**config.mk**
```make
export PLATFORM = sky130hd
export DESIGN_NAME = lvm_front
export DESIGN_NICKNAME = d
export VERILOG_FILES = /design/src/hw/rtl/lvm_pkg.sv /design/src/hw/rtl/lvm_front.sv
export SDC_FILE = /design/constraint.sdc
export NUM_CORES = 1
export LEC_CHECK = 0
export BUFFER_PORTS_ARGS = -buffer_cell sky130_fd_sc_hd__clkbuf_2
export CORE_AREA = 2 2 229 231
export CTS_BUF_LIST = sky130_fd_sc_hd__clkbuf_2
export DETAILED_ROUTE_END_ITERATION = 10
export DIE_AREA = 0 0 231 233
export PLACE_DENSITY = 0.61
export SLEW_MARGIN = 20
export SYNTH_ARGS = -nofsm -noshare
export SYNTH_HDL_FRONTEND = slang
export SYNTH_SLANG_ARGS = --single-unit
export TNS_END_PERCENT = 100
```
**constraint.sdc**
```tcl
create_clock -name clk -period 21.5 [get_ports clk]
set_input_delay 2.15 -clock clk [delete_from_list [all_inputs] [get_ports clk]]
set_output_delay 2.15 -clock clk [all_outputs]
set_load 0.005 [all_outputs]
```
**src/hw/rtl/lvm_pkg.sv**
```systemverilog
// Shared types and constants for the look-at view matrix block.
package lvm_pkg;

  localparam int QDEPTH = 4;
  localparam int QAW    = $clog2(QDEPTH);

  localparam logic [1:0] ROW_RIGHT = 2'd0;
  localparam logic [1:0] ROW_UP    = 2'd1;
  localparam logic [1:0] ROW_BACK  = 2'd2;

  // half an LSB of Q16.16 when rounding a Q32.32 sum
  localparam int RND_HALF = 32768;

  typedef logic signed [31:0] q16_t;
  typedef logic signed [32:0] diff_t;
  typedef logic signed [34:0] nvec_t;
  typedef logic signed [17:0] unit_t;
  typedef logic signed [19:0] ax_t;

  typedef struct packed {
    q16_t  [2:0] eye;
    diff_t [2:0] d;
    q16_t  [2:0] up;
  } item_t;

  typedef struct packed {
    logic        start;
    nvec_t [2:0] v;
  } nreq_t;

  typedef struct packed {
    logic        done;
    logic        deg;
    unit_t [2:0] r;
  } nrsp_t;

endpackage

```
**src/hw/rtl/lvm_front.sv**
```systemverilog
// Front end: input holding register, eye minus target, push into the queue.
module lvm_front (
  input  logic          clk,
  input  logic          rst,
  input  logic          in_valid,
  output logic          in_stall,
  input  lvm_pkg::q16_t eye_x,
  input  lvm_pkg::q16_t eye_y,
  input  lvm_pkg::q16_t eye_z,
  input  lvm_pkg::q16_t target_x,
  input  lvm_pkg::q16_t target_y,
  input  lvm_pkg::q16_t target_z,
  input  lvm_pkg::q16_t up_x,
  input  lvm_pkg::q16_t up_y,
  input  lvm_pkg::q16_t up_z,
  input  logic          q_full,
  output logic          push,
  output lvm_pkg::item_t entry
);
  import lvm_pkg::*;

  logic  hv;
  item_t hold;
  logic  accept;

  assign in_stall = hv && q_full;
  assign accept   = in_valid && !in_stall;
  assign push     = hv && !q_full;
  assign entry    = hold;

  always_ff @(posedge clk) begin
    if (rst) begin
      hv <= 1'b0;
    end else begin
      hv <= accept || (hv && q_full);
    end
  end

  always_ff @(posedge clk) begin
    if (accept) begin
      hold.eye[0] <= eye_x;
      hold.eye[1] <= eye_y;
      hold.eye[2] <= eye_z;
      hold.d[0]   <= 33'(eye_x) - 33'(target_x);
      hold.d[1]   <= 33'(eye_y) - 33'(target_y);
      hold.d[2]   <= 33'(eye_z) - 33'(target_z);
      hold.up[0]  <= up_x;
      hold.up[1]  <= up_y;
      hold.up[2]  <= up_z;
    end
  end

endmodule

```
# == Yosys cells after proc, flatten, opt, wreduce, memory -nomap -nowiden ==
# Cells that the tools add are included.
# word_totals
ff_bits,292
elab_cells,19
in_bits,292
output_inout_bits,293
# op_classes
n_addsub,3
n_reduce_logical,6
# ops
cell,count
subtractor 32 x 32 -> 33 bit,3
logical AND 1 bit,3
zero test 1 bit,2
logical OR 1 bit,1

# == Logic depth before layout (Yosys ltp) ==
# depth
depth_word,4
mapped_depth,12
mapped_depth_nobuf,12

# == Worst setup path before layout ==
# OpenSTA, ideal clock, no wires.
# synth_path
path_type,input-to-reg
from,in q_full
to,"reg hold, in the netlist entry[0], enable pin"
t_required_ps,20516
setup_ps,984
path_stages,2
n_path_buf,0
slack_ps,5353
arrival_ps,15163
path_cell_list,and2_1 nor2b_1
# synth_between
elab_chain_len,3
# synth_lines
element,line,rtl
"start, declared",lvm_front.sv:16,"input logic q_full,"
logical AND 1 bit,lvm_front.sv:26,assign in_stall = hv && q_full;
zero test 1 bit,lvm_front.sv:27,assign accept = in_valid && !in_stall;
logical AND 1 bit,lvm_front.sv:27,
via accept,lvm_front.sv:24,logic accept;
"end, declared",lvm_front.sv:23,item_t hold;
# The timed path passes the listed nets, and every way through them passes these cells.
# A chain may end at the register's enable or synchronous reset.

# == Worst setup path in the final report ==
# layout_path
from,in q_full
to,out in_stall
# layout_between
elab_chain_len,1
# layout_lines
element,line,rtl
logical AND 1 bit,lvm_front.sv:26,
"end, declared",lvm_front.sv:6,"output logic in_stall,"
# Every way passes these cells.

==> qor.yml <==
timing:
  rsz0062_at_grt: "no"
  setup_slack_ps: 16750
  tns_ps: 0
  worstMarginPinSlew_ps: 993
  min_period_over_period: 0.221
  relSlewSlack: 0.338
  hold_ws_ps: 692
  skew_ps: 90.3
  hold_viol_final: 0
  fmax_mhz: 210
  setup_viol: 0
  drv_slew: 0
  period_needed_ps: 4750
clocking:
  cts_htree_levels: 3
  cts_tree: "done"
  cts.repair.resized: 0
  ctsHoldBuffers: 0
  clkTransAtPathRegs_ps: 110
  clock-root-buffer: "clkbuf_2"
  cts_buffers: 81
  clock_latency_ps: 1010
  post_cts_buffers: 0
  cts_sinks: 292
  cts.path.max_buffers: 3
worst_setup_path:
  r2r_setup_slack_ps: 18250
  reg2reg_to: "entry[288]"
  cp_data_required_time_ps: 19350
  critical_path_class: "in -> out"
  end_kind: "output pin"
  reg2regPathDepth: 4
  cp-start-kind: "primary input"
  r2r-start: "hv"
  path_max_fanout: 3
  cp.arrival_ps: 2600
grt:
  grt_pass1_vias: 11300
  met1_usage: 0.164
  grt_overflow: 0
  grt.met3_usage: 0.0755
  antenna_found_initial: 10
  gr-max-usage-layer: "met2"
  grt_max_degree: 75
  grt_pass1_wl_um: 63900
  use_met2: 0.270
  grt_use_total: 0.157
place:
  place_ws_ps: 16340
  hpwl_um: 34700
  gp_congestion: 0.866
  port_buffers: 584
  dp.cells: 2334
  placed_area_um2: 17800
synthesis:
  netlist.area_leader.share: 0.622
  synthFlopType: "edfxtp_1"
  synth-edff-count: 291
  avgSynthCellArea_um2: 13.0
  ys_ff_latch: 292
  synth_nets: 1470
  netlist_top_cells_count: "291 x edfxtp_1, 124 x inv_1, 96 x ha_1, 74 x a21oi_1, 60 x nor2_1"
  synth_cells: 1079
  synthTopCellsByArea: "edfxtp_1 62%, ha_1 8.5%, inv_1 3.3%"
  yosysMostFrequentCell: "edfxtp_1"
  synth_top_area_cell: "edfxtp_1"
  seq_area_frac_synth: 0.623
  ys_warn_count: 0
  ys_types: 74
  netlist_area_um2: 14100
  async_reset_ff_frac: 0
routing:
  firstDrtPassIters: 5
  vias_per_cell: 4.48
  wire_per_inst_um: 17.5
  drt_iter0_markers: 472
  routed_wl_um: 43500
  ant_nets: 0
  drc: 0
  vias: 11100
hold_path:
  holdPathStages: 3
  min_to: "hv"
  worstHoldStart: "hv"
  hp-class: "reg -> reg"
floorplanning:
  die_area_um2: 53800
  die_height_um: 233
  num_io_pins: 585
  rows: 83
  coreArea_um2: 51100
  fp.dieW_um: 231
  start_util: 0.275
final_layout:
  design_area_um2: 18600
  final_layout_size_suffix_gt1_frac: 0.411
  syn_to_final_growth_pct: 32.4
  n_fill_cell: 5204
  final_util: 0.364
  nets: 2128
  layout.cells.non_filler: 2480
job:
  drv_cap: 0
pwr:
  power_leakage_nw: 8.72
  power_density_nw_per_um2: 75.2
  ir_drop_v: 0.0000359
  p_total_mw: 1.40
outcome:
  status: "finished clean"
==> per-layer routing <==
layer  part of all wire  wire length [um]  vias to the layer above
met5             0.0019                81                        -
met2               0.49             21400                      460
met4              0.025              1070                       12
li1                   -                 -                     5360
met3               0.12              5010                       78
met1               0.37             15900                     5202
==> power breakdown <==
group	internal, mW	leakage (nW)	switching [mW]
Clock	0.181	0.576	0.249
Sequential	0.689	2.82	0.0142
Combinational	0.117	5.32	0.150
==> cells by family after synthesis <==
group | after synthesis | synth area share
adders and majority gates | 99 | 0.0897
AOI/OAI and AO/OA | 250 | 0.121
DFF | 292 | 0.623
muxes | 3 | 0.00223
xor gates and xnor gates | 75 | 0.0467
buffers and inverters | 137 | 0.0368
and+or+nand+nor | 223 | 0.0807
==> layout by cell type (no fill, tap or decap), types with 26 or more instances in the layout <==
| cell type | netlist | layout |
|---|---|---|
| a21o_1 | 44 | 44 |
| a21oi_1 | 74 | 74 |
| clkbuf_2 | 0 | 696 |
| edfxtp_1 | 291 | 291 |
| ha_1 | 96 | 96 |
| inv_1 | 124 | 124 |
| nand2_1 | 38 | 38 |
| nand3_1 | 30 | 30 |
| nor2_1 | 60 | 60 |
| o21ai_0 | 26 | 26 |
| xnor2_1 | 48 | 48 |
| xor2_1 | 27 | 27 |
==> how the worst max path moves through the flow <==
| stage | cells after the start | startpoint | end | slack, ps |
|---|---|---|---|---|
| finish | 3 | q_full | in_stall | 16750 |
| global placement | 12 | target_x[1] | entry[125] | 16420 |
| global route | 3 | q_full | in_stall | 16730 |
| detailed placement | 12 | target_x[1] | entry[125] | 16340 |
| CTS | 3 | q_full | in_stall | 16750 |
| floorplan | 2 | q_full | entry[0] | 5350 |
==> worst max-delay path: stages <==
cell,delay [ps]
clkbuf_2,90
and2_1,220
clkbuf_2,150
==> sequential cells by signal, summed over array words and instances, names as in the netlist <==
signal	flops
entry	291
hv	1
==> layout make-up <==
cell class	count	area (um^2)	area share
flip-flops and latches	292	8760	0.471
multi-input cells	650	4790	0.257
repair buffers	588	2950	0.159
well taps	680	851	0.0457
clock buffers	112	561	0.0301
inverters	124	465	0.0250
clock inverters	31	226	0.0122
diodes	3	7.51	0.000403
Note: power is estimated with default switching activity, not from simulation.
