### src/hw/rtl/lvm_pkg.sv
// Shared types and constants for the look-at view matrix block.
package lvm_pkg;

  localparam int QDEPTH = 4;
  localparam int QAW    = $clog2(QDEPTH);

  localparam logic [1:0] ROW_RIGHT = 2'd0;
  localparam logic [1:0] ROW_UP    = 2'd1;
  localparam logic [1:0] ROW_BACK  = 2'd2;

  // half an LSB of Q16.16 when rounding a Q32.32 sum
  localparam int RND_HALF = 32768;

  typedef logic signed [31:0] q16_t;
  typedef logic signed [32:0] diff_t;
  typedef logic signed [34:0] nvec_t;
  typedef logic signed [17:0] unit_t;
  typedef logic signed [19:0] ax_t;

  typedef struct packed {
    q16_t  [2:0] eye;
    diff_t [2:0] d;
    q16_t  [2:0] up;
  } item_t;

  typedef struct packed {
    logic        start;
    nvec_t [2:0] v;
  } nreq_t;

  typedef struct packed {
    logic        done;
    logic        deg;
    unit_t [2:0] r;
  } nrsp_t;

endpackage

### src/hw/rtl/lvm_norm.sv
// Iterative vector normaliser: range shift, sum of squares, square root, divides.
module lvm_norm (
  input  logic           clk,
  input  logic           rst,
  input  lvm_pkg::nreq_t req,
  output lvm_pkg::nrsp_t rsp
);
  import lvm_pkg::*;

  localparam logic [2:0] N_IDLE  = 3'd0;
  localparam logic [2:0] N_SHIFT = 3'd1;
  localparam logic [2:0] N_SQ    = 3'd2;
  localparam logic [2:0] N_SQRT  = 3'd3;
  localparam logic [2:0] N_DLOAD = 3'd4;
  localparam logic [2:0] N_DIV   = 3'd5;

  logic [2:0]  nst;
  logic [33:0] mag [3];
  logic [2:0]  neg;
  logic [33:0] mor;
  logic [1:0]  cnt;
  logic [59:0] prod;
  logic [61:0] sum;
  logic [62:0] root;
  logic [4:0]  jc;
  logic [62:0] sbit;
  logic [62:0] strial;
  logic [31:0] drem;
  logic [16:0] dlow;
  logic [15:0] q;
  logic [4:0]  dc;
  logic [30:0] len;
  logic [46:0] num;
  logic [31:0] dtrial;
  logic        dge;
  logic [16:0] qn;
  logic        done;
  logic        deg;
  unit_t       res [3];
  logic [34:0] amag [3];

  assign mor    = mag[0] | mag[1] | mag[2];
  assign sbit   = 63'(1) << {jc, 1'b0};
  assign strial = root + sbit;
  assign len    = root[30:0];
  assign num    = 47'({mag[cnt][29:0], 16'b0}) + 47'(len[30:1]);
  assign dtrial = {drem[30:0], dlow[16]};
  assign dge    = dtrial >= {1'b0, len};
  assign qn     = {q, dge};

  always_comb begin
    for (int i = 0; i < 3; i++) begin
      amag[i] = req.v[i][34] ? (35'd0 - req.v[i]) : req.v[i];
    end
  end

  assign rsp.done = done;
  assign rsp.deg  = deg;
  assign rsp.r[0] = res[0];
  assign rsp.r[1] = res[1];
  assign rsp.r[2] = res[2];

  always_ff @(posedge clk) begin
    if (rst) begin
      nst  <= N_IDLE;
      done <= 1'b0;
    end else begin
      done <= 1'b0;
      case (nst)
        N_IDLE: begin
          if (req.start) nst <= N_SHIFT;
        end
        N_SHIFT: begin
          if (mor == '0) begin
            nst  <= N_IDLE;
            done <= 1'b1;
          end else if ((mor[33:30] == '0) && mor[29]) begin
            nst <= N_SQ;
          end
        end
        N_SQ: begin
          if (cnt == 2'd3) nst <= N_SQRT;
        end
        N_SQRT: begin
          if (jc == '0) nst <= N_DLOAD;
        end
        N_DLOAD: begin
          nst <= N_DIV;
        end
        N_DIV: begin
          if (dc == 5'd16) begin
            if (cnt == 2'd2) begin
              nst  <= N_IDLE;
              done <= 1'b1;
            end else begin
              nst <= N_DLOAD;
            end
          end
        end
        default: nst <= N_IDLE;
      endcase
    end
  end

  always_ff @(posedge clk) begin
    case (nst)
      N_IDLE: begin
        if (req.start) begin
          for (int i = 0; i < 3; i++) begin
            mag[i] <= amag[i][33:0];
            neg[i] <= req.v[i][34];
          end
          deg <= 1'b0;
        end
      end
      N_SHIFT: begin
        cnt  <= '0;
        sum  <= '0;
        root <= '0;
        jc   <= 5'd31;
        if (mor == '0) begin
          deg <= 1'b1;
          for (int i = 0; i < 3; i++) res[i] <= '0;
        end else if (mor[33:30] != '0) begin
          for (int i = 0; i < 3; i++) mag[i] <= mag[i] >> 1;
        end else if (!mor[29]) begin
          for (int i = 0; i < 3; i++) mag[i] <= mag[i] << 1;
        end
      end
      N_SQ: begin
        if (cnt != 2'd3) prod <= mag[cnt][29:0] * mag[cnt][29:0];
        if (cnt != 2'd0) sum <= sum + 62'(prod);
        cnt <= (cnt == 2'd3) ? 2'd0 : cnt + 2'd1;
      end
      N_SQRT: begin
        // one result bit per step, remainder kept in sum
        if ({1'b0, sum} >= strial) begin
          sum  <= sum - strial[61:0];
          root <= (root >> 1) + sbit;
        end else begin
          root <= root >> 1;
        end
        jc <= jc - 5'd1;
      end
      N_DLOAD: begin
        drem <= {2'b0, num[46:17]};
        dlow <= num[16:0];
        q    <= '0;
        dc   <= '0;
      end
      N_DIV: begin
        drem <= dge ? (dtrial - {1'b0, len}) : dtrial;
        dlow <= dlow << 1;
        q    <= qn[15:0];
        dc   <= dc + 5'd1;
        if (dc == 5'd16) begin
          res[cnt] <= neg[cnt] ? (18'd0 - 18'(qn)) : 18'(qn);
          cnt      <= cnt + 2'd1;
        end
      end
      default: ;
    endcase
  end

  a_start_idle: assert property (@(posedge clk) disable iff (rst) req.start |-> (nst == N_IDLE))
    else $error("normaliser started while busy");

endmodule

### config.mk
export PLATFORM = sky130hd
export DESIGN_NAME = lvm_norm
export DESIGN_NICKNAME = d
export VERILOG_FILES = /design/src/hw/rtl/lvm_pkg.sv /design/src/hw/rtl/lvm_norm.sv
export SDC_FILE = /design/constraint.sdc
export NUM_CORES = 2
export LEC_CHECK = 0
export BUFFER_PORTS_ARGS = -buffer_cell sky130_fd_sc_hd__buf_2
export CAP_MARGIN = 5
export CORE_MARGIN = 3
export CORE_UTILIZATION = 50
export DETAILED_ROUTE_END_ITERATION = 16
export MAX_ROUTING_LAYER = met4
export PLACE_DENSITY = 0.66
export SKIP_CTS_REPAIR_TIMING = 1
export SLEW_MARGIN = 20
export SYNTH_ARGS = -nofsm -noshare
export SYNTH_HDL_FRONTEND = slang
export SYNTH_SLANG_ARGS = --single-unit
### constraint.sdc
create_clock -name clk -period 28.8 [get_ports clk]
set_input_delay 1.44 -clock clk [delete_from_list [all_inputs] [get_ports clk]]
set_output_delay 1.44 -clock clk [all_outputs]
set_load 0.01 [all_outputs]
# --- Word-level counts from Yosys, hierarchy flattened ---
# Memories as Yosys holds them, arrays and structs flattened. A register that Yosys moved wholly into a read port is not among the register bits.
# Cells that the tools add are included.
# W data, S select, Z words.
totals:
  memories: 2
  ram_bits: 156
  regBits: 269
  input_bits: 108
mem_list:
  columns: ["memory", "words", "word_bits", "read_ports", "rd_ports_with_merged_regs", "wr", "line", "rtl"]
  rows:
  - ["mag", 3, 34, 4, 1, 3, "lvm_norm.sv:18", "logic [33:0] mag [3];"]
  - ["res", 3, 18, 3, 0, 3, "lvm_norm.sv:39", "unit_t res [3];"]
classes:
  n_lt_le_gt_ge: 3
  n_shift: 1
  eq_ne: 17
  n_mux: 62
  multipliers: 1
  add_sub_neg: 13
  n_bitwise: 8
  reduce_logical: 19
ops:
  columns: ["op", "n"]
  rows:
  - ["$mux W34", 9]
  - ["$pmux W62 S3", 1]
  - ["$pmux W63 S2", 1]
  - ["$mux W62", 2]
  - ["$sub A1 B34 Y34 const A", 3]
  - ["$or A34 B34 Y34", 2]
  - ["$add A62 B63 Y63", 1]
  - ["$add A63 B63 Y63", 1]
  - ["$ge A62 B63 Y1", 1]
  - ["$mux W63", 1]
  - ["$shl A1 B6 Y63 const A", 1]
  - ["$add A62 B60 Y62", 1]
  - ["$pmux W31 S2", 1]
  - ["$sub A62 B62 Y62", 1]
  - ["$mul A30 B30 Y60", 1]
  - ["$add A46 B30 Y47", 1]
  - ["$mux W18", 2]
  - ["$logic_not A34 Y1", 1]
  - ["$pmux W17 S2", 1]
  - ["$ge A32 B31 Y1", 1]
  - ["$pmux W16 S2", 1]
  - ["$mux W31", 1]
  - ["$sub A31 B31 Y31", 1]
  - ["$mux W1", 24]
  - ["other kinds (31)", 64]

# --- Depth between registers and ports, before layout ---
# An unclocked memory read counts as a cell.
logic_depth:
  depth_word: 10
  depth_mapped: 40
  depth_no_buf: 33

# --- Least setup slack after synthesis ---
# OpenSTA, ideal clock, no wires.
synth_path:
  kind: "reg2reg"
  startpoint: "reg jc[2]"
  endpoint: "reg sum[0], enable pin"
  setup_time_ns: 0.594
  arrival_ns: 10.771
  n_path_buf: 5
  synth_period_minus_slack_ns: 11.365
  t_required_ns: 28.206
  stages_incl_launch_ff: 30
  slack_ns: 17.435
  path_cell_list: "edfxtp_1 -> clkbuf_1 -> or2_2 -> clkbuf_1 -> nor2_1 -> ha_1 -> ha_1 -> a211oi_1 -> or4_1 -> and3_1 -> o41ai_1 -> a311oi_1 -> o21ai_0 -> a21oi_1 -> nor2_1 -> o21ai_0 -> xor2_1 -> ha_1 -> nand4_1 -> or2_2 -> nor3_1 -> nand2_1 -> or3_1 -> nand3_1 -> o22ai_1 -> or2_1 -> buf_2 -> buf_6 -> buf_2 -> a311oi_1"
synth_via:
  elab_chain_cells: 5
synth_rtl:
  columns: ["element", "line", "rtl"]
  rows:
  - ["from (decl)", "lvm_norm.sv:25", "logic [4:0] jc;"]
  - ["from (signal assigned)", "lvm_norm.sv:143", "jc <= jc - 5'd1;"]
  - ["$shl A1 B6 Y63", "lvm_norm.sv:43", "assign sbit = 63'(1) << {jc, 1'b0};"]
  - ["$add A63 B63 Y63", "lvm_norm.sv:44", "assign strial = root + sbit;"]
  - ["$ge A62 B63 Y1", "lvm_norm.sv:137", "if ({1'b0, sum} >= strial) begin"]
  - ["$ne A2 B2 Y1 (no line)", null, null]
  - ["$reduce_and A3 Y1 (no line)", null, null]
  - ["to (signal assigned)", "lvm_norm.sv:132", "if (cnt != 2'd0) sum <= sum + 62'(prod);"]
  - ["to (signal assigned)", "lvm_norm.sv:138", "sum <= sum - strial[61:0];"]
  - ["to (decl)", "lvm_norm.sv:23", "logic [61:0] sum;"]
# No other way between the ends.
# A chain may end at the register's enable or synchronous reset.

==> impl_metrics.toml <==
[critical_path]
cp-end-kind = "register"
path_delay_family = "adder cells"
slowest_stage = "clkinv_1"
path_buf_inv = 6
crit_top_cell = "fa_1"
crit_path_start_kind = "register"
cp.required_ps = 29230
cpPeakStageDelay_ps = 1150
crit_fanout = 30
arrival_ps = 12410
crit_type = "register to register"

[cts]
clock_sinks = 426
cts_buffers = 53
clk_transition_reported_paths_ps = 60
h-tree-depth = 2
cts_tree = "yes"
root_buffer = "clkbuf_16"
clk_path_buf_depth = 3
clock_latency_ps = 690

[die]
row_count = 125
die_height_um = 349.4
start_util = 0.5054
fp.coreArea_sq_um = 116700
ioPinCount = 164
die_w_um = 349.4
die-area_sq_um = 122100

[synth]
ys_seq_area_frac = 0.2159
syn_nets = 7985
synth_cell_types = 82
synthFlopType = "edfxtp_1"
synthArstFlopShare = 0
syn_area_sq_um = 58970
synth_enable_flop_cells = 420
yosysWarnings = 0
synth-seq-cells = 426
syn_inst = 6676
avgSynthCellArea_sq_um = 8.834

[grt]
grt_max_degree = 110
grt_antenna_before_repair = 7
grt_overflow_total = 0
grt_pass1_vias = 49100
grt_pass1_wl_um = 284700
groute.usage.overall = 0.3110

[route]
drc = 0
drtIter0Drc = 4441
ant_nets = 0
vias = 48380
routed_wl_um = 183600
dr.pass1.iters = 6
via_per_inst = 5.853
routedWlPerCell_um = 22.21

[cells_and_area]
drive_gt1_frac = 0.05760
layout.nets = 8000
areaGrowthSynthToFinish_pct = 7.103

[sta]
finClkSkew_ps = 69.73
slew_headroom = 0.1500
setup-tns-final_ps = 0
worstMarginPinSlew_ps = 1266
max_freq_mhz = 83.47
fin_crit_sh = 0.4160
rsz0062_at_grt = "no"
slew_violations = 0
finalHoldViolations = 0
setup_viol = 0
period_needed_ps = 11980

[min_path]
min_path_type = "register to register"

[outcome]
status = "completed"

[place]
io_buffers = 163
dp.final_hpwl_um = 144500
gp_congestion = 0.9920

[job]
maxCapViolCount = 0
-- worst paths after layout --
check	start	to	slack (ps)	cells after the start
worst max-delay path	register	prod[59]	16820	29
worst min-delay path	dlow[2]	dlow[3]	520	2
worst max register to register	register	prod[59]	16820	29
worst min register to register	dlow[2]	dlow[3]	520	2
-- cell usage after synthesis, drive strengths merged, types with 8 or more instances --
| cell | number | area (sq um) |
|---|---|---|
| nor2b | 44 | 275.3 |
| o211ai | 21 | 157.7 |
| clkinv | 12 | 45.04 |
| or2 | 19 | 118.9 |
| nor3b | 11 | 82.58 |
| fa | 700 | 14010 |
| o21a | 60 | 450.4 |
| nand2 | 656 | 2462 |
| a311oi | 11 | 96.34 |
| buf | 42 | 181.4 |
| and3 | 24 | 150.1 |
| ha | 501 | 6269 |
| o21ai | 366 | 1832 |
| nor3 | 89 | 450.4 |
| a2111oi | 10 | 87.58 |
| a31oi | 98 | 613.1 |
| nand3 | 78 | 390.4 |
| xor2 | 206 | 1804 |
| nand2b | 42 | 262.8 |
| edfxtp | 420 | 12610 |
| a21o | 105 | 788.3 |
| and2 | 33 | 206.5 |
| nor4 | 60 | 375.4 |
| inv | 997 | 3742 |
| a21oi | 356 | 1782 |
| mux2i | 44 | 440.4 |
| xnor2 | 222 | 1944 |
| nor2 | 754 | 2830 |
| o31ai | 42 | 315.3 |
| o41ai | 23 | 201.4 |
| a31o | 20 | 175.2 |
| or3 | 41 | 256.5 |
| clkbuf | 230 | 863.3 |
| o21bai | 42 | 315.3 |
| a211oi | 79 | 593.1 |
| a41oi | 8 | 70.07 |
| a21boi | 15 | 112.6 |
| or4 | 30 | 225.2 |
| nand4 | 69 | 431.7 |
-- sequential cells by signal (all words and copies together), names as in the netlist, named ones only --
signal and cells:
done 1, cnt 2, sum 62, prod 59, dlow 17, q 16, drem 31, deg 1
res 54, jc 5, root 63, mag 102, neg 3, nst 3, dc 5
-- final cells by class --
| cell class | instances | area [sq um] |
|---|---|---|
| clock buffers | 62 | 1380 |
| diodes | 6 | 15.01 |
| flip-flops and latches | 426 | 12730 |
| repair buffers | 232 | 1334 |
| fillers | 10810 | 53510 |
| clock inverters | 38 | 484.2 |
| inverters | 1009 | 3787 |
| multi-input cells | 4969 | 41520 |
| well taps | 1524 | 1907 |
-- tightest hold or removal path, stage by stage (launching register included) --
cell and delay, ps:
edfxtp_1 320, nand2_1 40, o21ai_0 70
-- through the flow --
| stage | setup slack, ps | instance area (sq um) | utilization | hold WS [ps] | std cells |
|---|---|---|---|---|---|
| floorplan | 17430 | 58970 | - | 483.6 | 6676 |
| global placement | 17290 | 61280 | 0.5252 | 506.5 | 8160 |
| detailed placement | 17030 | 61280 | 0.5252 | 515.2 | 8160 |
| CTS | 17020 | 63150 | 0.5412 | 510.6 | 8260 |
| global route | 16320 | 63160 | 0.5414 | 544.2 | 8266 |
| finish | 16820 | 63160 | 0.5414 | 522.5 | 8266 |
-- metal layers --
layer	track usage	vias to the layer above	routed length (um)
met5	-	-	0
met4	0.1361	0	9415
met3	0.05615	395	14940
met2	0.4881	1844	84220
met1	0.3957	23770	75040
li1	-	22380	-
-- logic make-up after synthesis --
logic type / share of synthesized area
mux: 0.008614
simple gates: 0.1478
fa+ha+maj: 0.3439
flops: 0.2159
buf+inv: 0.08194
xor+xnor: 0.06356
compound gates: 0.1382
-- placed cells by master, fill, tap and decap left out, types with 42 or more instances in the layout --
master	Yosys	final
a21o_1	105	105
a31oi_1	98	97
nand4_1	69	69
mux2i_1	44	44
nand2_1	656	654
a211oi_1	79	79
fa_1	700	700
nand3_1	78	78
clkbuf_16	0	53
o21a_1	60	60
edfxtp_1	420	420
o21bai_1	42	42
o21ai_0	359	354
nor4_1	60	60
o31ai_1	42	42
nor2b_1	44	42
inv_1	996	996
xnor2_1	222	222
ha_1	501	501
nor3_1	88	87
buf_2	7	163
buf_4	2	69
xor2_1	206	206
a21oi_1	356	355
nor2_1	754	751
Power is left out: the tool's default activity adds up to more than one toggle a clock period on the data nets, which glitch-free logic cannot reach.
