## src/hw/rtl/lvm_pkg.sv

```systemverilog
// Shared types and constants for the look-at view matrix block.
package lvm_pkg;

  localparam int QDEPTH = 4;
  localparam int QAW    = $clog2(QDEPTH);

  localparam logic [1:0] ROW_RIGHT = 2'd0;
  localparam logic [1:0] ROW_UP    = 2'd1;
  localparam logic [1:0] ROW_BACK  = 2'd2;

  // half an LSB of Q16.16 when rounding a Q32.32 sum
  localparam int RND_HALF = 32768;

  typedef logic signed [31:0] q16_t;
  typedef logic signed [32:0] diff_t;
  typedef logic signed [34:0] nvec_t;
  typedef logic signed [17:0] unit_t;
  typedef logic signed [19:0] ax_t;

  typedef struct packed {
    q16_t  [2:0] eye;
    diff_t [2:0] d;
    q16_t  [2:0] up;
  } item_t;

  typedef struct packed {
    logic        start;
    nvec_t [2:0] v;
  } nreq_t;

  typedef struct packed {
    logic        done;
    logic        deg;
    unit_t [2:0] r;
  } nrsp_t;

endpackage

```

## src/hw/rtl/lvm_back.sv

```systemverilog
// Back end: sequences normalisations, cross and dot products, emits the three rows.
module lvm_back (
  input  logic           clk,
  input  logic           rst,
  input  lvm_pkg::item_t head,
  input  logic           q_empty,
  output logic           q_pop,
  output lvm_pkg::nreq_t nreq,
  input  lvm_pkg::nrsp_t nrsp,
  output logic           out_valid,
  input  logic           out_stall,
  output logic [1:0]     row_index,
  output lvm_pkg::q16_t  col0,
  output lvm_pkg::q16_t  col1,
  output lvm_pkg::q16_t  col2,
  output lvm_pkg::q16_t  col3,
  output logic           degenerate,
  output logic           last_row
);
  import lvm_pkg::*;

  localparam logic [3:0] P_FETCH = 4'd0;
  localparam logic [3:0] P_NZ    = 4'd1;
  localparam logic [3:0] P_NUP   = 4'd2;
  localparam logic [3:0] P_CX    = 4'd3;
  localparam logic [3:0] P_NXS   = 4'd4;
  localparam logic [3:0] P_NX    = 4'd5;
  localparam logic [3:0] P_CY    = 4'd6;
  localparam logic [3:0] P_DOT   = 4'd7;
  localparam logic [3:0] P_EMIT  = 4'd8;

  logic [3:0] ph;
  logic [3:0] st;
  logic [1:0] er;
  q16_t       eye [3];
  q16_t       up  [3];
  unit_t      z   [3];
  unit_t      upn [3];
  unit_t      x   [3];
  ax_t        y   [3];
  nvec_t      c   [3];
  q16_t       tr  [3];
  logic       degen;

  // multiply-accumulate pipeline
  logic signed [51:0] prod;
  logic signed [53:0] acc;
  logic signed [53:0] acc_base;
  logic signed [53:0] acc_next;
  logic               p_vld, p_first, p_last, p_rnd;
  logic [1:0]         p_dst;

  logic        is_mac, issue;
  logic [3:0]  nsteps;
  logic [1:0]  ci, cj, ck, drow, dcomp;
  logic [3:0]  dsub;
  ax_t         av [3];
  ax_t         bv [3];
  ax_t         dax [3];
  ax_t         opa;
  q16_t        opb;
  logic        o_first, o_last, o_rnd;
  logic [1:0]  o_dst;
  logic signed [37:0] tq;
  q16_t        tsat;
  logic        ofree;
  logic        store;

  always_comb begin
    is_mac = (ph == P_CX) || (ph == P_CY) || (ph == P_DOT);
    nsteps = (ph == P_DOT) ? 4'd9 : 4'd6;
    issue  = is_mac && (st < nsteps);
    ci     = (st[2:1] == 2'd3) ? 2'd2 : st[2:1];
    cj     = (ci == 2'd2) ? 2'd0 : ci + 2'd1;
    ck     = (ci == 2'd0) ? 2'd2 : ci - 2'd1;
    drow   = (st >= 4'd6) ? 2'd2 : ((st >= 4'd3) ? 2'd1 : 2'd0);
    dsub   = (drow == 2'd2) ? 4'd6 : ((drow == 2'd1) ? 4'd3 : 4'd0);
    dcomp  = 2'(st - dsub);
    if (dcomp == 2'd3) dcomp = 2'd2;
    for (int i = 0; i < 3; i++) begin
      av[i]  = (ph == P_CX) ? ax_t'(upn[i]) : ax_t'(z[i]);
      bv[i]  = (ph == P_CX) ? ax_t'(z[i]) : ax_t'(x[i]);
      dax[i] = (drow == ROW_RIGHT) ? ax_t'(x[i]) :
               ((drow == ROW_UP) ? y[i] : ax_t'(z[i]));
    end
    if (ph == P_DOT) begin
      opa     = -dax[dcomp];
      opb     = eye[dcomp];
      o_first = (dcomp == 2'd0);
      o_last  = (dcomp == 2'd2);
      o_dst   = drow;
      o_rnd   = 1'b1;
    end else if (!st[0]) begin
      opa     = av[cj];
      opb     = q16_t'(bv[ck]);
      o_first = 1'b1;
      o_last  = 1'b0;
      o_dst   = ci;
      o_rnd   = (ph == P_CY);
    end else begin
      opa     = -av[ck];
      opb     = q16_t'(bv[cj]);
      o_first = 1'b0;
      o_last  = 1'b1;
      o_dst   = ci;
      o_rnd   = (ph == P_CY);
    end
  end

  // rounding half folded into the start of the sum
  assign acc_base = p_first ? (p_rnd ? 54'(RND_HALF) : 54'sd0) : acc;
  assign acc_next = acc_base + 54'(prod);
  assign store    = p_vld && p_last;
  assign tq       = acc_next[53:16];

  always_comb begin
    if (tq[37:31] == {7{tq[31]}}) tsat = tq[31:0];
    else if (tq[37]) tsat = 32'sh8000_0000;
    else tsat = 32'sh7fff_ffff;
  end

  assign ofree = !out_valid || !out_stall;

  always_comb begin
    q_pop      = 1'b0;
    nreq.start = 1'b0;
    for (int i = 0; i < 3; i++) nreq.v[i] = c[i];
    case (ph)
      P_FETCH: begin
        q_pop      = !q_empty;
        nreq.start = !q_empty;
        for (int i = 0; i < 3; i++) nreq.v[i] = 35'($signed(head.d[i]));
      end
      P_NZ: begin
        nreq.start = nrsp.done;
        for (int i = 0; i < 3; i++) nreq.v[i] = 35'(up[i]);
      end
      P_NXS: nreq.start = 1'b1;
      default: ;
    endcase
  end

  always_ff @(posedge clk) begin
    if (rst) begin
      ph        <= P_FETCH;
      st        <= '0;
      er        <= '0;
      p_vld     <= 1'b0;
      out_valid <= 1'b0;
    end else begin
      p_vld <= issue;
      if (issue) st <= st + 4'd1;
      if (ofree && (ph == P_EMIT)) out_valid <= 1'b1;
      else if (!out_stall) out_valid <= 1'b0;
      case (ph)
        P_FETCH: if (!q_empty) ph <= P_NZ;
        P_NZ:    if (nrsp.done) ph <= P_NUP;
        P_NUP: begin
          if (nrsp.done) begin
            ph <= P_CX;
            st <= '0;
          end
        end
        P_CX:  if (store && (p_dst == 2'd2)) ph <= P_NXS;
        P_NXS: ph <= P_NX;
        P_NX: begin
          if (nrsp.done) begin
            ph <= P_CY;
            st <= '0;
          end
        end
        P_CY: begin
          if (store && (p_dst == 2'd2)) begin
            ph <= P_DOT;
            st <= '0;
          end
        end
        P_DOT: if (store && (p_dst == 2'd2)) ph <= P_EMIT;
        P_EMIT: begin
          if (ofree) begin
            er <= (er == ROW_BACK) ? ROW_RIGHT : er + 2'd1;
            if (er == ROW_BACK) ph <= P_FETCH;
          end
        end
        default: ph <= P_FETCH;
      endcase
    end
  end

  always_ff @(posedge clk) begin
    if (issue) begin
      prod    <= opa * opb;
      p_first <= o_first;
      p_last  <= o_last;
      p_rnd   <= o_rnd;
      p_dst   <= o_dst;
    end
    if (p_vld) acc <= acc_next;
    if (store) begin
      case (ph)
        P_CX:    c[p_dst]  <= acc_next[34:0];
        P_CY:    y[p_dst]  <= acc_next[35:16];
        P_DOT:   tr[p_dst] <= tsat;
        default: ;
      endcase
    end
    case (ph)
      P_FETCH: begin
        if (!q_empty) begin
          for (int i = 0; i < 3; i++) begin
            eye[i] <= head.eye[i];
            up[i]  <= head.up[i];
          end
          degen <= 1'b0;
        end
      end
      P_NZ: begin
        if (nrsp.done) begin
          for (int i = 0; i < 3; i++) z[i] <= nrsp.r[i];
          degen <= degen | nrsp.deg;
        end
      end
      P_NUP: begin
        if (nrsp.done) begin
          for (int i = 0; i < 3; i++) upn[i] <= nrsp.r[i];
          degen <= degen | nrsp.deg;
        end
      end
      P_NX: begin
        if (nrsp.done) begin
          for (int i = 0; i < 3; i++) x[i] <= nrsp.r[i];
          degen <= degen | nrsp.deg;
        end
      end
      P_EMIT: begin
        if (ofree) begin
          row_index  <= er;
          degenerate <= degen;
          last_row   <= (er == ROW_BACK);
          col3       <= tr[er];
          if (er == ROW_RIGHT) begin
            col0 <= q16_t'(x[0]);
            col1 <= q16_t'(x[1]);
            col2 <= q16_t'(x[2]);
          end else if (er == ROW_UP) begin
            col0 <= q16_t'(y[0]);
            col1 <= q16_t'(y[1]);
            col2 <= q16_t'(y[2]);
          end else begin
            col0 <= q16_t'(z[0]);
            col1 <= q16_t'(z[1]);
            col2 <= q16_t'(z[2]);
          end
        end
      end
      default: ;
    endcase
  end

  a_last_row: assert property (@(posedge clk) disable iff (rst)
      out_valid |-> (last_row == (row_index == ROW_BACK)))
    else $error("last_row out of step with row_index");
  a_row_code: assert property (@(posedge clk) disable iff (rst)
      out_valid |-> (row_index == ROW_RIGHT || row_index == ROW_UP || row_index == ROW_BACK))
    else $error("row_index out of range");

endmodule

```

## config.mk

```make
export PLATFORM = sky130hd
export DESIGN_NAME = lvm_back
export DESIGN_NICKNAME = d
export VERILOG_FILES = /design/src/hw/rtl/lvm_pkg.sv /design/src/hw/rtl/lvm_back.sv
export SDC_FILE = /design/constraint.sdc
export NUM_CORES = 2
export LEC_CHECK = 0
export BUFFER_PORTS_ARGS = -buffer_cell sky130_fd_sc_hd__buf_4
export CORE_MARGIN = 1
export CORE_UTILIZATION = 61
export CTS_CLUSTER_DIAMETER = 200
export CTS_CLUSTER_SIZE = 28
export DETAILED_ROUTE_END_ITERATION = 6
export GPL_TIMING_DRIVEN = 0
export PLACE_DENSITY_LB_ADDON = 0.15
export SETUP_SLACK_MARGIN = 0.1
export SYNTH_ARGS = -nofsm -noshare
export SYNTH_HDL_FRONTEND = slang
export SYNTH_SLANG_ARGS = --single-unit
export TNS_END_PERCENT = 1
```

## constraint.sdc

```tcl
create_clock -name clk -period 21 [get_ports clk]
set_clock_uncertainty 0.05 [all_clocks]
set_input_delay 5.25 -clock clk [delete_from_list [all_inputs] [get_ports clk]]
set_output_delay 5.25 -clock clk [all_outputs]
set_load 0.03 [all_outputs]
```

== Word level (Yosys, flattened, before mapping) ==
Memories as Yosys holds them, arrays and structs flattened. A register that Yosys moved wholly into a read port is not among the register bits.
Index checks and enable logic that the tools add are counted.
Word-level totals
  memories kept: 8
  register bits after elaboration: 224
  memory bits (writable): 615
  logic and storage cells: 192
  output and inout port bits: 240
  input port bits: 351
Memories
  c: depth 3, width 35, rd ports 3, clocked after Yosys merged registers in 0, wr ports 1, line lvm_back.sv:41  | nvec_t c [3];
  eye: depth 3, width 32, rd ports 1, clocked after Yosys merged registers in 0, wr ports 3, line lvm_back.sv:35  | q16_t eye [3];
  tr: depth 3, width 32, rd ports 1, clocked after Yosys merged registers in 1, wr ports 1, line lvm_back.sv:42  | q16_t tr [3];
  up: depth 3, width 32, rd ports 3, clocked after Yosys merged registers in 0, wr ports 3, line lvm_back.sv:36  | q16_t up [3];
  y: depth 3, width 20, rd ports 3, clocked after Yosys merged registers in 0, wr ports 1, line lvm_back.sv:40  | ax_t y [3];
  upn: depth 3, width 18, rd ports 3, clocked after Yosys merged registers in 0, wr ports 3, line lvm_back.sv:38  | unit_t upn [3];
  2 more memories
Operators by class
  equal/unequal tests: 29
  muxes and demuxes: 97
  reduce and logical (&&, ||, !) cells: 21
  bitwise gates (word level): 4
  $lt $le $gt $ge: 6
  multiply operators: 1
  add/sub/neg operators: 8
Operator list (number)
  two-way mux 20 bit: 24
  two-way mux 32 bit: 10
  case mux 105 bit (2 select lines): 1
  binary-select mux 20 bit (select 2 bit): 5
  adder 54 x 52 -> 54 bit: 1
  two-way mux 54 bit: 1
  multiplier 20 x 32 -> 52 bit: 1
  two-way mux 4 bit: 13
  negator 20 bit: 2
  case mux 4 bit (9 select lines): 1
  two-way mux 1 bit: 29
  two-way mux 2 bit: 9
  == test 4 x 3 -> 1 bit, second input constant: 4
  two-way mux 16 bit: 1
  == test 2 bit, second input constant: 7
  != test 2 x 1 -> 1 bit, second input constant: 6
  != test 2 bit, second input constant: 5
  greater-or-equal comparator 3 bit, second input constant: 3
  NOT 2 -> 3 bit: 3
  AND reduction 9 bit: 1
  == test 4 x 2 -> 1 bit, second input constant: 2
  zero test 2 bit: 4
  case mux 4 bit (2 select lines): 1
  == test 6 bit: 1
  other kinds (22): 31

== Logic depth before layout (Yosys ltp) ==
  word-level depth: 16
  mapped depth: 47
  mapped depth without buffers: 42

== Worst setup path after synthesis ==
OpenSTA, ideal clock, no wires.
  kind: in2out
  start point: input port q_empty
  end point: output port q_pop
  path slack: 1562 ps
  cell stages on the path: 1
  data required time: 15700 ps
  data arrival time: 14138 ps
  cells stage by stage: nor2b_1
Between the ends
  longest elaborated chain between the ends: 2
Ends and longest elaborated chain
  start, declared: line lvm_back.sv:6  | input logic q_empty,
  zero test 1 bit
  two-way mux 1 bit: line lvm_back.sv:128  | case (ph)
  end, declared: line lvm_back.sv:7  | output logic q_pop,
No other way between the ends.

== Worst setup path in the final report ==
  start point: register st[0]
  end point: register prod[42] (data pin)
Between the ends
  longest elaborated chain between the ends: 16
Ends and longest elaborated chain
  start, declared: line lvm_back.sv:33  | logic [3:0] st;
  start signal, assigned: line lvm_back.sv:152  | if (issue) st <= st + 4'd1;
  greater-or-equal comparator 4 x 2 -> 1 bit: line lvm_back.sv:76  | drow = (st >= 4'd6) ? 2'd2 : ((st >= 4'd3) ? 2'd1 : 2'd0);
  two-way mux 1 bit: line lvm_back.sv:76
  two-way mux 2 bit: line lvm_back.sv:76
  == test 2 x 1 -> 1 bit: line lvm_back.sv:77, lvm_back.sv:84
  two-way mux 2 bit (2 in series): line lvm_back.sv:77  | dsub = (drow == 2'd2) ? 4'd6 : ((drow == 2'd1) ? 4'd3 : 4'd0);
  subtractor 2 bit: line lvm_back.sv:78  | dcomp = 2'(st - dsub);
  == test 2 bit: line lvm_back.sv:79  | if (dcomp == 2'd3) dcomp = 2'd2;
  two-way mux 2 bit: line lvm_back.sv:79
  NOT 2 -> 3 bit (not written as such): line lvm_back.sv:87  | opa = -dax[dcomp];
  binary-select mux 20 bit (select 2 bit): line lvm_back.sv:87
  two-way mux 20 bit (not written as such) (2 in series): line lvm_back.sv:87
  negator 20 bit: line lvm_back.sv:87
  two-way mux 20 bit: line lvm_back.sv:86  | if (ph == P_DOT) begin
  multiplier 20 x 32 -> 52 bit *: line lvm_back.sv:192  | prod <= opa * opb;
  end signal, assigned: line lvm_back.sv:192
  end, declared: line lvm_back.sv:46  | logic signed [51:0] prod;
Every way passes the cells marked *; elsewhere a longest branch is shown, timed or not. The select of a mux whose other input is x is not followed.
A chain may end at the register's enable or synchronous reset.

==> metrics.md <==
| Metric | Value |
|---|---|
| Status | `finished, violations left` |
| Failing checks | `capacitance limit, slew limit` |
| Clock tree sinks | `835` |
| Detailed placer's ending HPWL | `around 190,000 um` |
| Port buffer count | `589` |
| Final TNS setup | `0 ns` |
| Avg WL per Cell | `about 30 um` |
| Final Max Tran Viols | `7` |
| Seq cells post-synth | `835` |
| Critical Path Most Common Cell | `fa_1` |
| Cells after Synth | `5,670` |
| Root Driver | `clkbuf_16` |
| Clk_lat worst skew | `0.67 ns` |
| Resized cells post-CTS | `0` |
| WL final | `around 230,000 um` |
| Max stage delay on crit path | `roughly 1.2 ns` |
| Final Hold Slack | `0.401 ns` |
| Cell Rows | `roughly 120` |
| Dominant synthesized flop cell | `edfxtp_1` |
| Hold Vio Cnt, Final | `0` |
| Yosys warns | `0` |
| Crit Path Max Fanout | `10` |
| H-tree depth | `2` |
| Routed vias | `49,887` |
| Crit. End Element | `register` |
| DRC violations left | `0` |
| Post-Synth Adder-Cell Area | `around a quarter` |
| Vias per cell | `6.46` |
| Top cells by area, synth | `edfxtp_1, fa_1, nand2_1` |
| Mean Syn Cell Area | `between 10 and 15 um2` |
| Mapped Area | `roughly 62,000 um2` |
| FMAX | `67.4 MHz` |
| Yosys top cell by area | `edfxtp_1` |
| # nets final | `around 7,500` |
| Clock Tree Buf Depth | `3` |
| Xor/xnor cell area share of the yosys netlist | `2.05%` |
| Hold buffer count at CTS | `0` |
| Sequential fraction of the synthesis area | `40.0%` |
| Commonest cells in the netlist | `edfxtp_1, nand2_1, inv_1, fa_1, o21ai_0` |
| CP Data Arrival Time | `about 15 ns` |
| I/O pin count | `slightly below 600` |
| Hold Path Class | `reg -> reg` |
| Placed Instance Area | `about 69,000 um2` |
| Mux share of post-synthesis cell area | `4.85%` |
| Die Width | `between 300 and 400 um` |
| Drt first pass iters | `7` |
| Share of the synthesized area in the top cell type | `about two fifths` |
| Clk pin slew, worst setup/hold paths | `~0.12 ns` |
| Count leader, synth | `edfxtp_1` |
| Largest family of logic cells by synthesized area | `adder cells` |
| Post-route cell area | `between 70,000 and 80,000 um2` |
| RSZ-0062 raised after global routing | `no` |
| Yosys cell types | `89` |
| Syn Nets | `between 6,000 and 7,000` |
| Setup-failing EPs final | `0` |
| CTS tree | `yes` |
| Total gr overflow | `0` |
| First-pass GRT wire length | `roughly 330,000 um` |
| Die footprint | `about 100,000 um2` |
| Starting Density | `61.9%` |
| Number of synthesized flops with an enable pin | `823` |
| Setup bufs post-CTS | `0` |
| CTS Buf Count | `35` |
| 1st-iter DRT viols | `about 7,600` |
| Post-route minimum period | `roughly 15 ns` |
| Async SR Flop Fraction | `0%` |
| GRT Util Overall | `between 40% and 50%` |
| Number of global-route vias before repair | `48,606` |
| Core ar. | `approximately 100,000 um2` |
| Simple-gate share of the synthesized area | `approximately an eighth` |
| Share of cells above drive strength 1 | `roughly 14%` |
| Final period util | `a little over two thirds` |
| Gpl congestion | `between 1 and 1.5` |
| Nature of the critical path startpoint | `register` |
| Crit Path Class | `reg -> reg` |
| Area growth syn-to-layout | `12.4%` |
| Crit-path slowest cell | `a221oi_1` |
| Largest net degree at the start of global routing | `64` |
| Final ANT Viol Nets | `0` |
| Antenna violations before repair | `12` |
| Synth Area in Compound Gates | `a little under a tenth` |
| Fin util | `between 60% and 70%` |
| Worst-margin pin slew | `between 1.5 and 2 ns` |
| Critical Path RT | `around 21 ns` |
| Die H | `approximately 320 um` |
| Relative slew slack | `-3.69%` |
| # Max-Cap Violations | `3` |
-- per-layer routing --
metal / track usage, % / vias up / share of wire (%)
li1: - / 20455 / -
met1: 59.3 / 24704 / 35
met2: 67.5 / 3910 / 44
met3: 11.6 / 810 / 13
met4: 28.2 / 8 / 7.4
met5: 0 / - / 0.019
-- kinds of logic after synthesis --
logic type               Yosys count
AO/OA/AOI/OAI                    902
XOR/XNOR                         145
adder cells (fa/ha/maj)          829
buffers and inverters           1104
flip-flops                       835
multiplexers                     261
AND/OR/NAND/NOR                 1594
-- flip-flops by register name, summed over array words and instances, names as in the netlist, 52 cells and up --
register,cells
c,105
eye,96
tr,96
up,96
y,60
acc,54
upn,54
x,54
z,54
prod,52
-- cell type report --
| type | instances | area (um2) |
|---|---|---|
| Clock buffer | 49 | 928 |
| Timing Repair Buffer | 624 | 4930 |
| Buffer | 385 | 1730 |
| Tap cell | 1357 | 1700 |
| Fill cell | 7612 | 30500 |
| Clock inverter | 4 | 56.3 |
| Antenna cell | 15 | 37.5 |
| Sequential cell | 835 | 25000 |
| Inverter | 719 | 2700 |
| Multi-Input combinational cell | 3731 | 33000 |
-- worst max-delay path, delay by kind of cell, from the launching register on --
kind	cells	cell delay (ns)
xor gates and xnor gates	2	0.29
buffers and inverters	8	2.58
muxes	1	0.59
AOI/OAI and AO/OA	9	4.28
adders and majority gates	10	4.33
and+or+nand+nor	7	2.04
DFF	1	0.39
-- per-stage QoR --
stage	cells	setup slack [ns]
5_1_grt	7707	5.77
6_report	7719	6.16
3_5_place_dp	7651	6.51
4_1_cts	7704	6.46
3_3_place_gp	7616	-3.63
2_1_floorplan	5670	1.56
-- worst paths after layout --
check,endpoint,depth (start not counted),start,slack [ns]
worst max-delay path,prod[42]$_DFFE_PP_,37,st[0]$_SDFF_PP0_,6.16
worst min-delay path,row_index[0]$_DFFE_PP_,0,er[0]$_SDFFE_PP0P_,0.40
worst min register to register,row_index[0]$_DFFE_PP_,0,er[0]$_SDFFE_PP0P_,0.40
worst max register to register,prod[42]$_DFFE_PP_,37,st[0]$_SDFF_PP0_,6.16
-- layout by cell type (no fill, tap or decap), drive strengths merged, types with 27 or more instances in the layout --
master / instances
nor3: 33
edfxtp: 823
mux2: 29
mux4: 30
nand4: 27
nand2: 801
and2: 92
o21ai: 270
nor2: 189
a31oi: 43
a221o: 96
xnor2: 98
fa: 637
a211o: 27
ha: 192
xor2: 47
mux2i: 202
a21o: 50
clkbuf: 288
and3: 113
nor3b: 29
a21oi: 206
inv: 719
nand3: 60
nand2b: 31
nor2b: 158
a211oi: 49
buf: 770
Power is left out: the tool's default activity adds up to more than one toggle a clock period on the data nets, which glitch-free logic cannot reach.
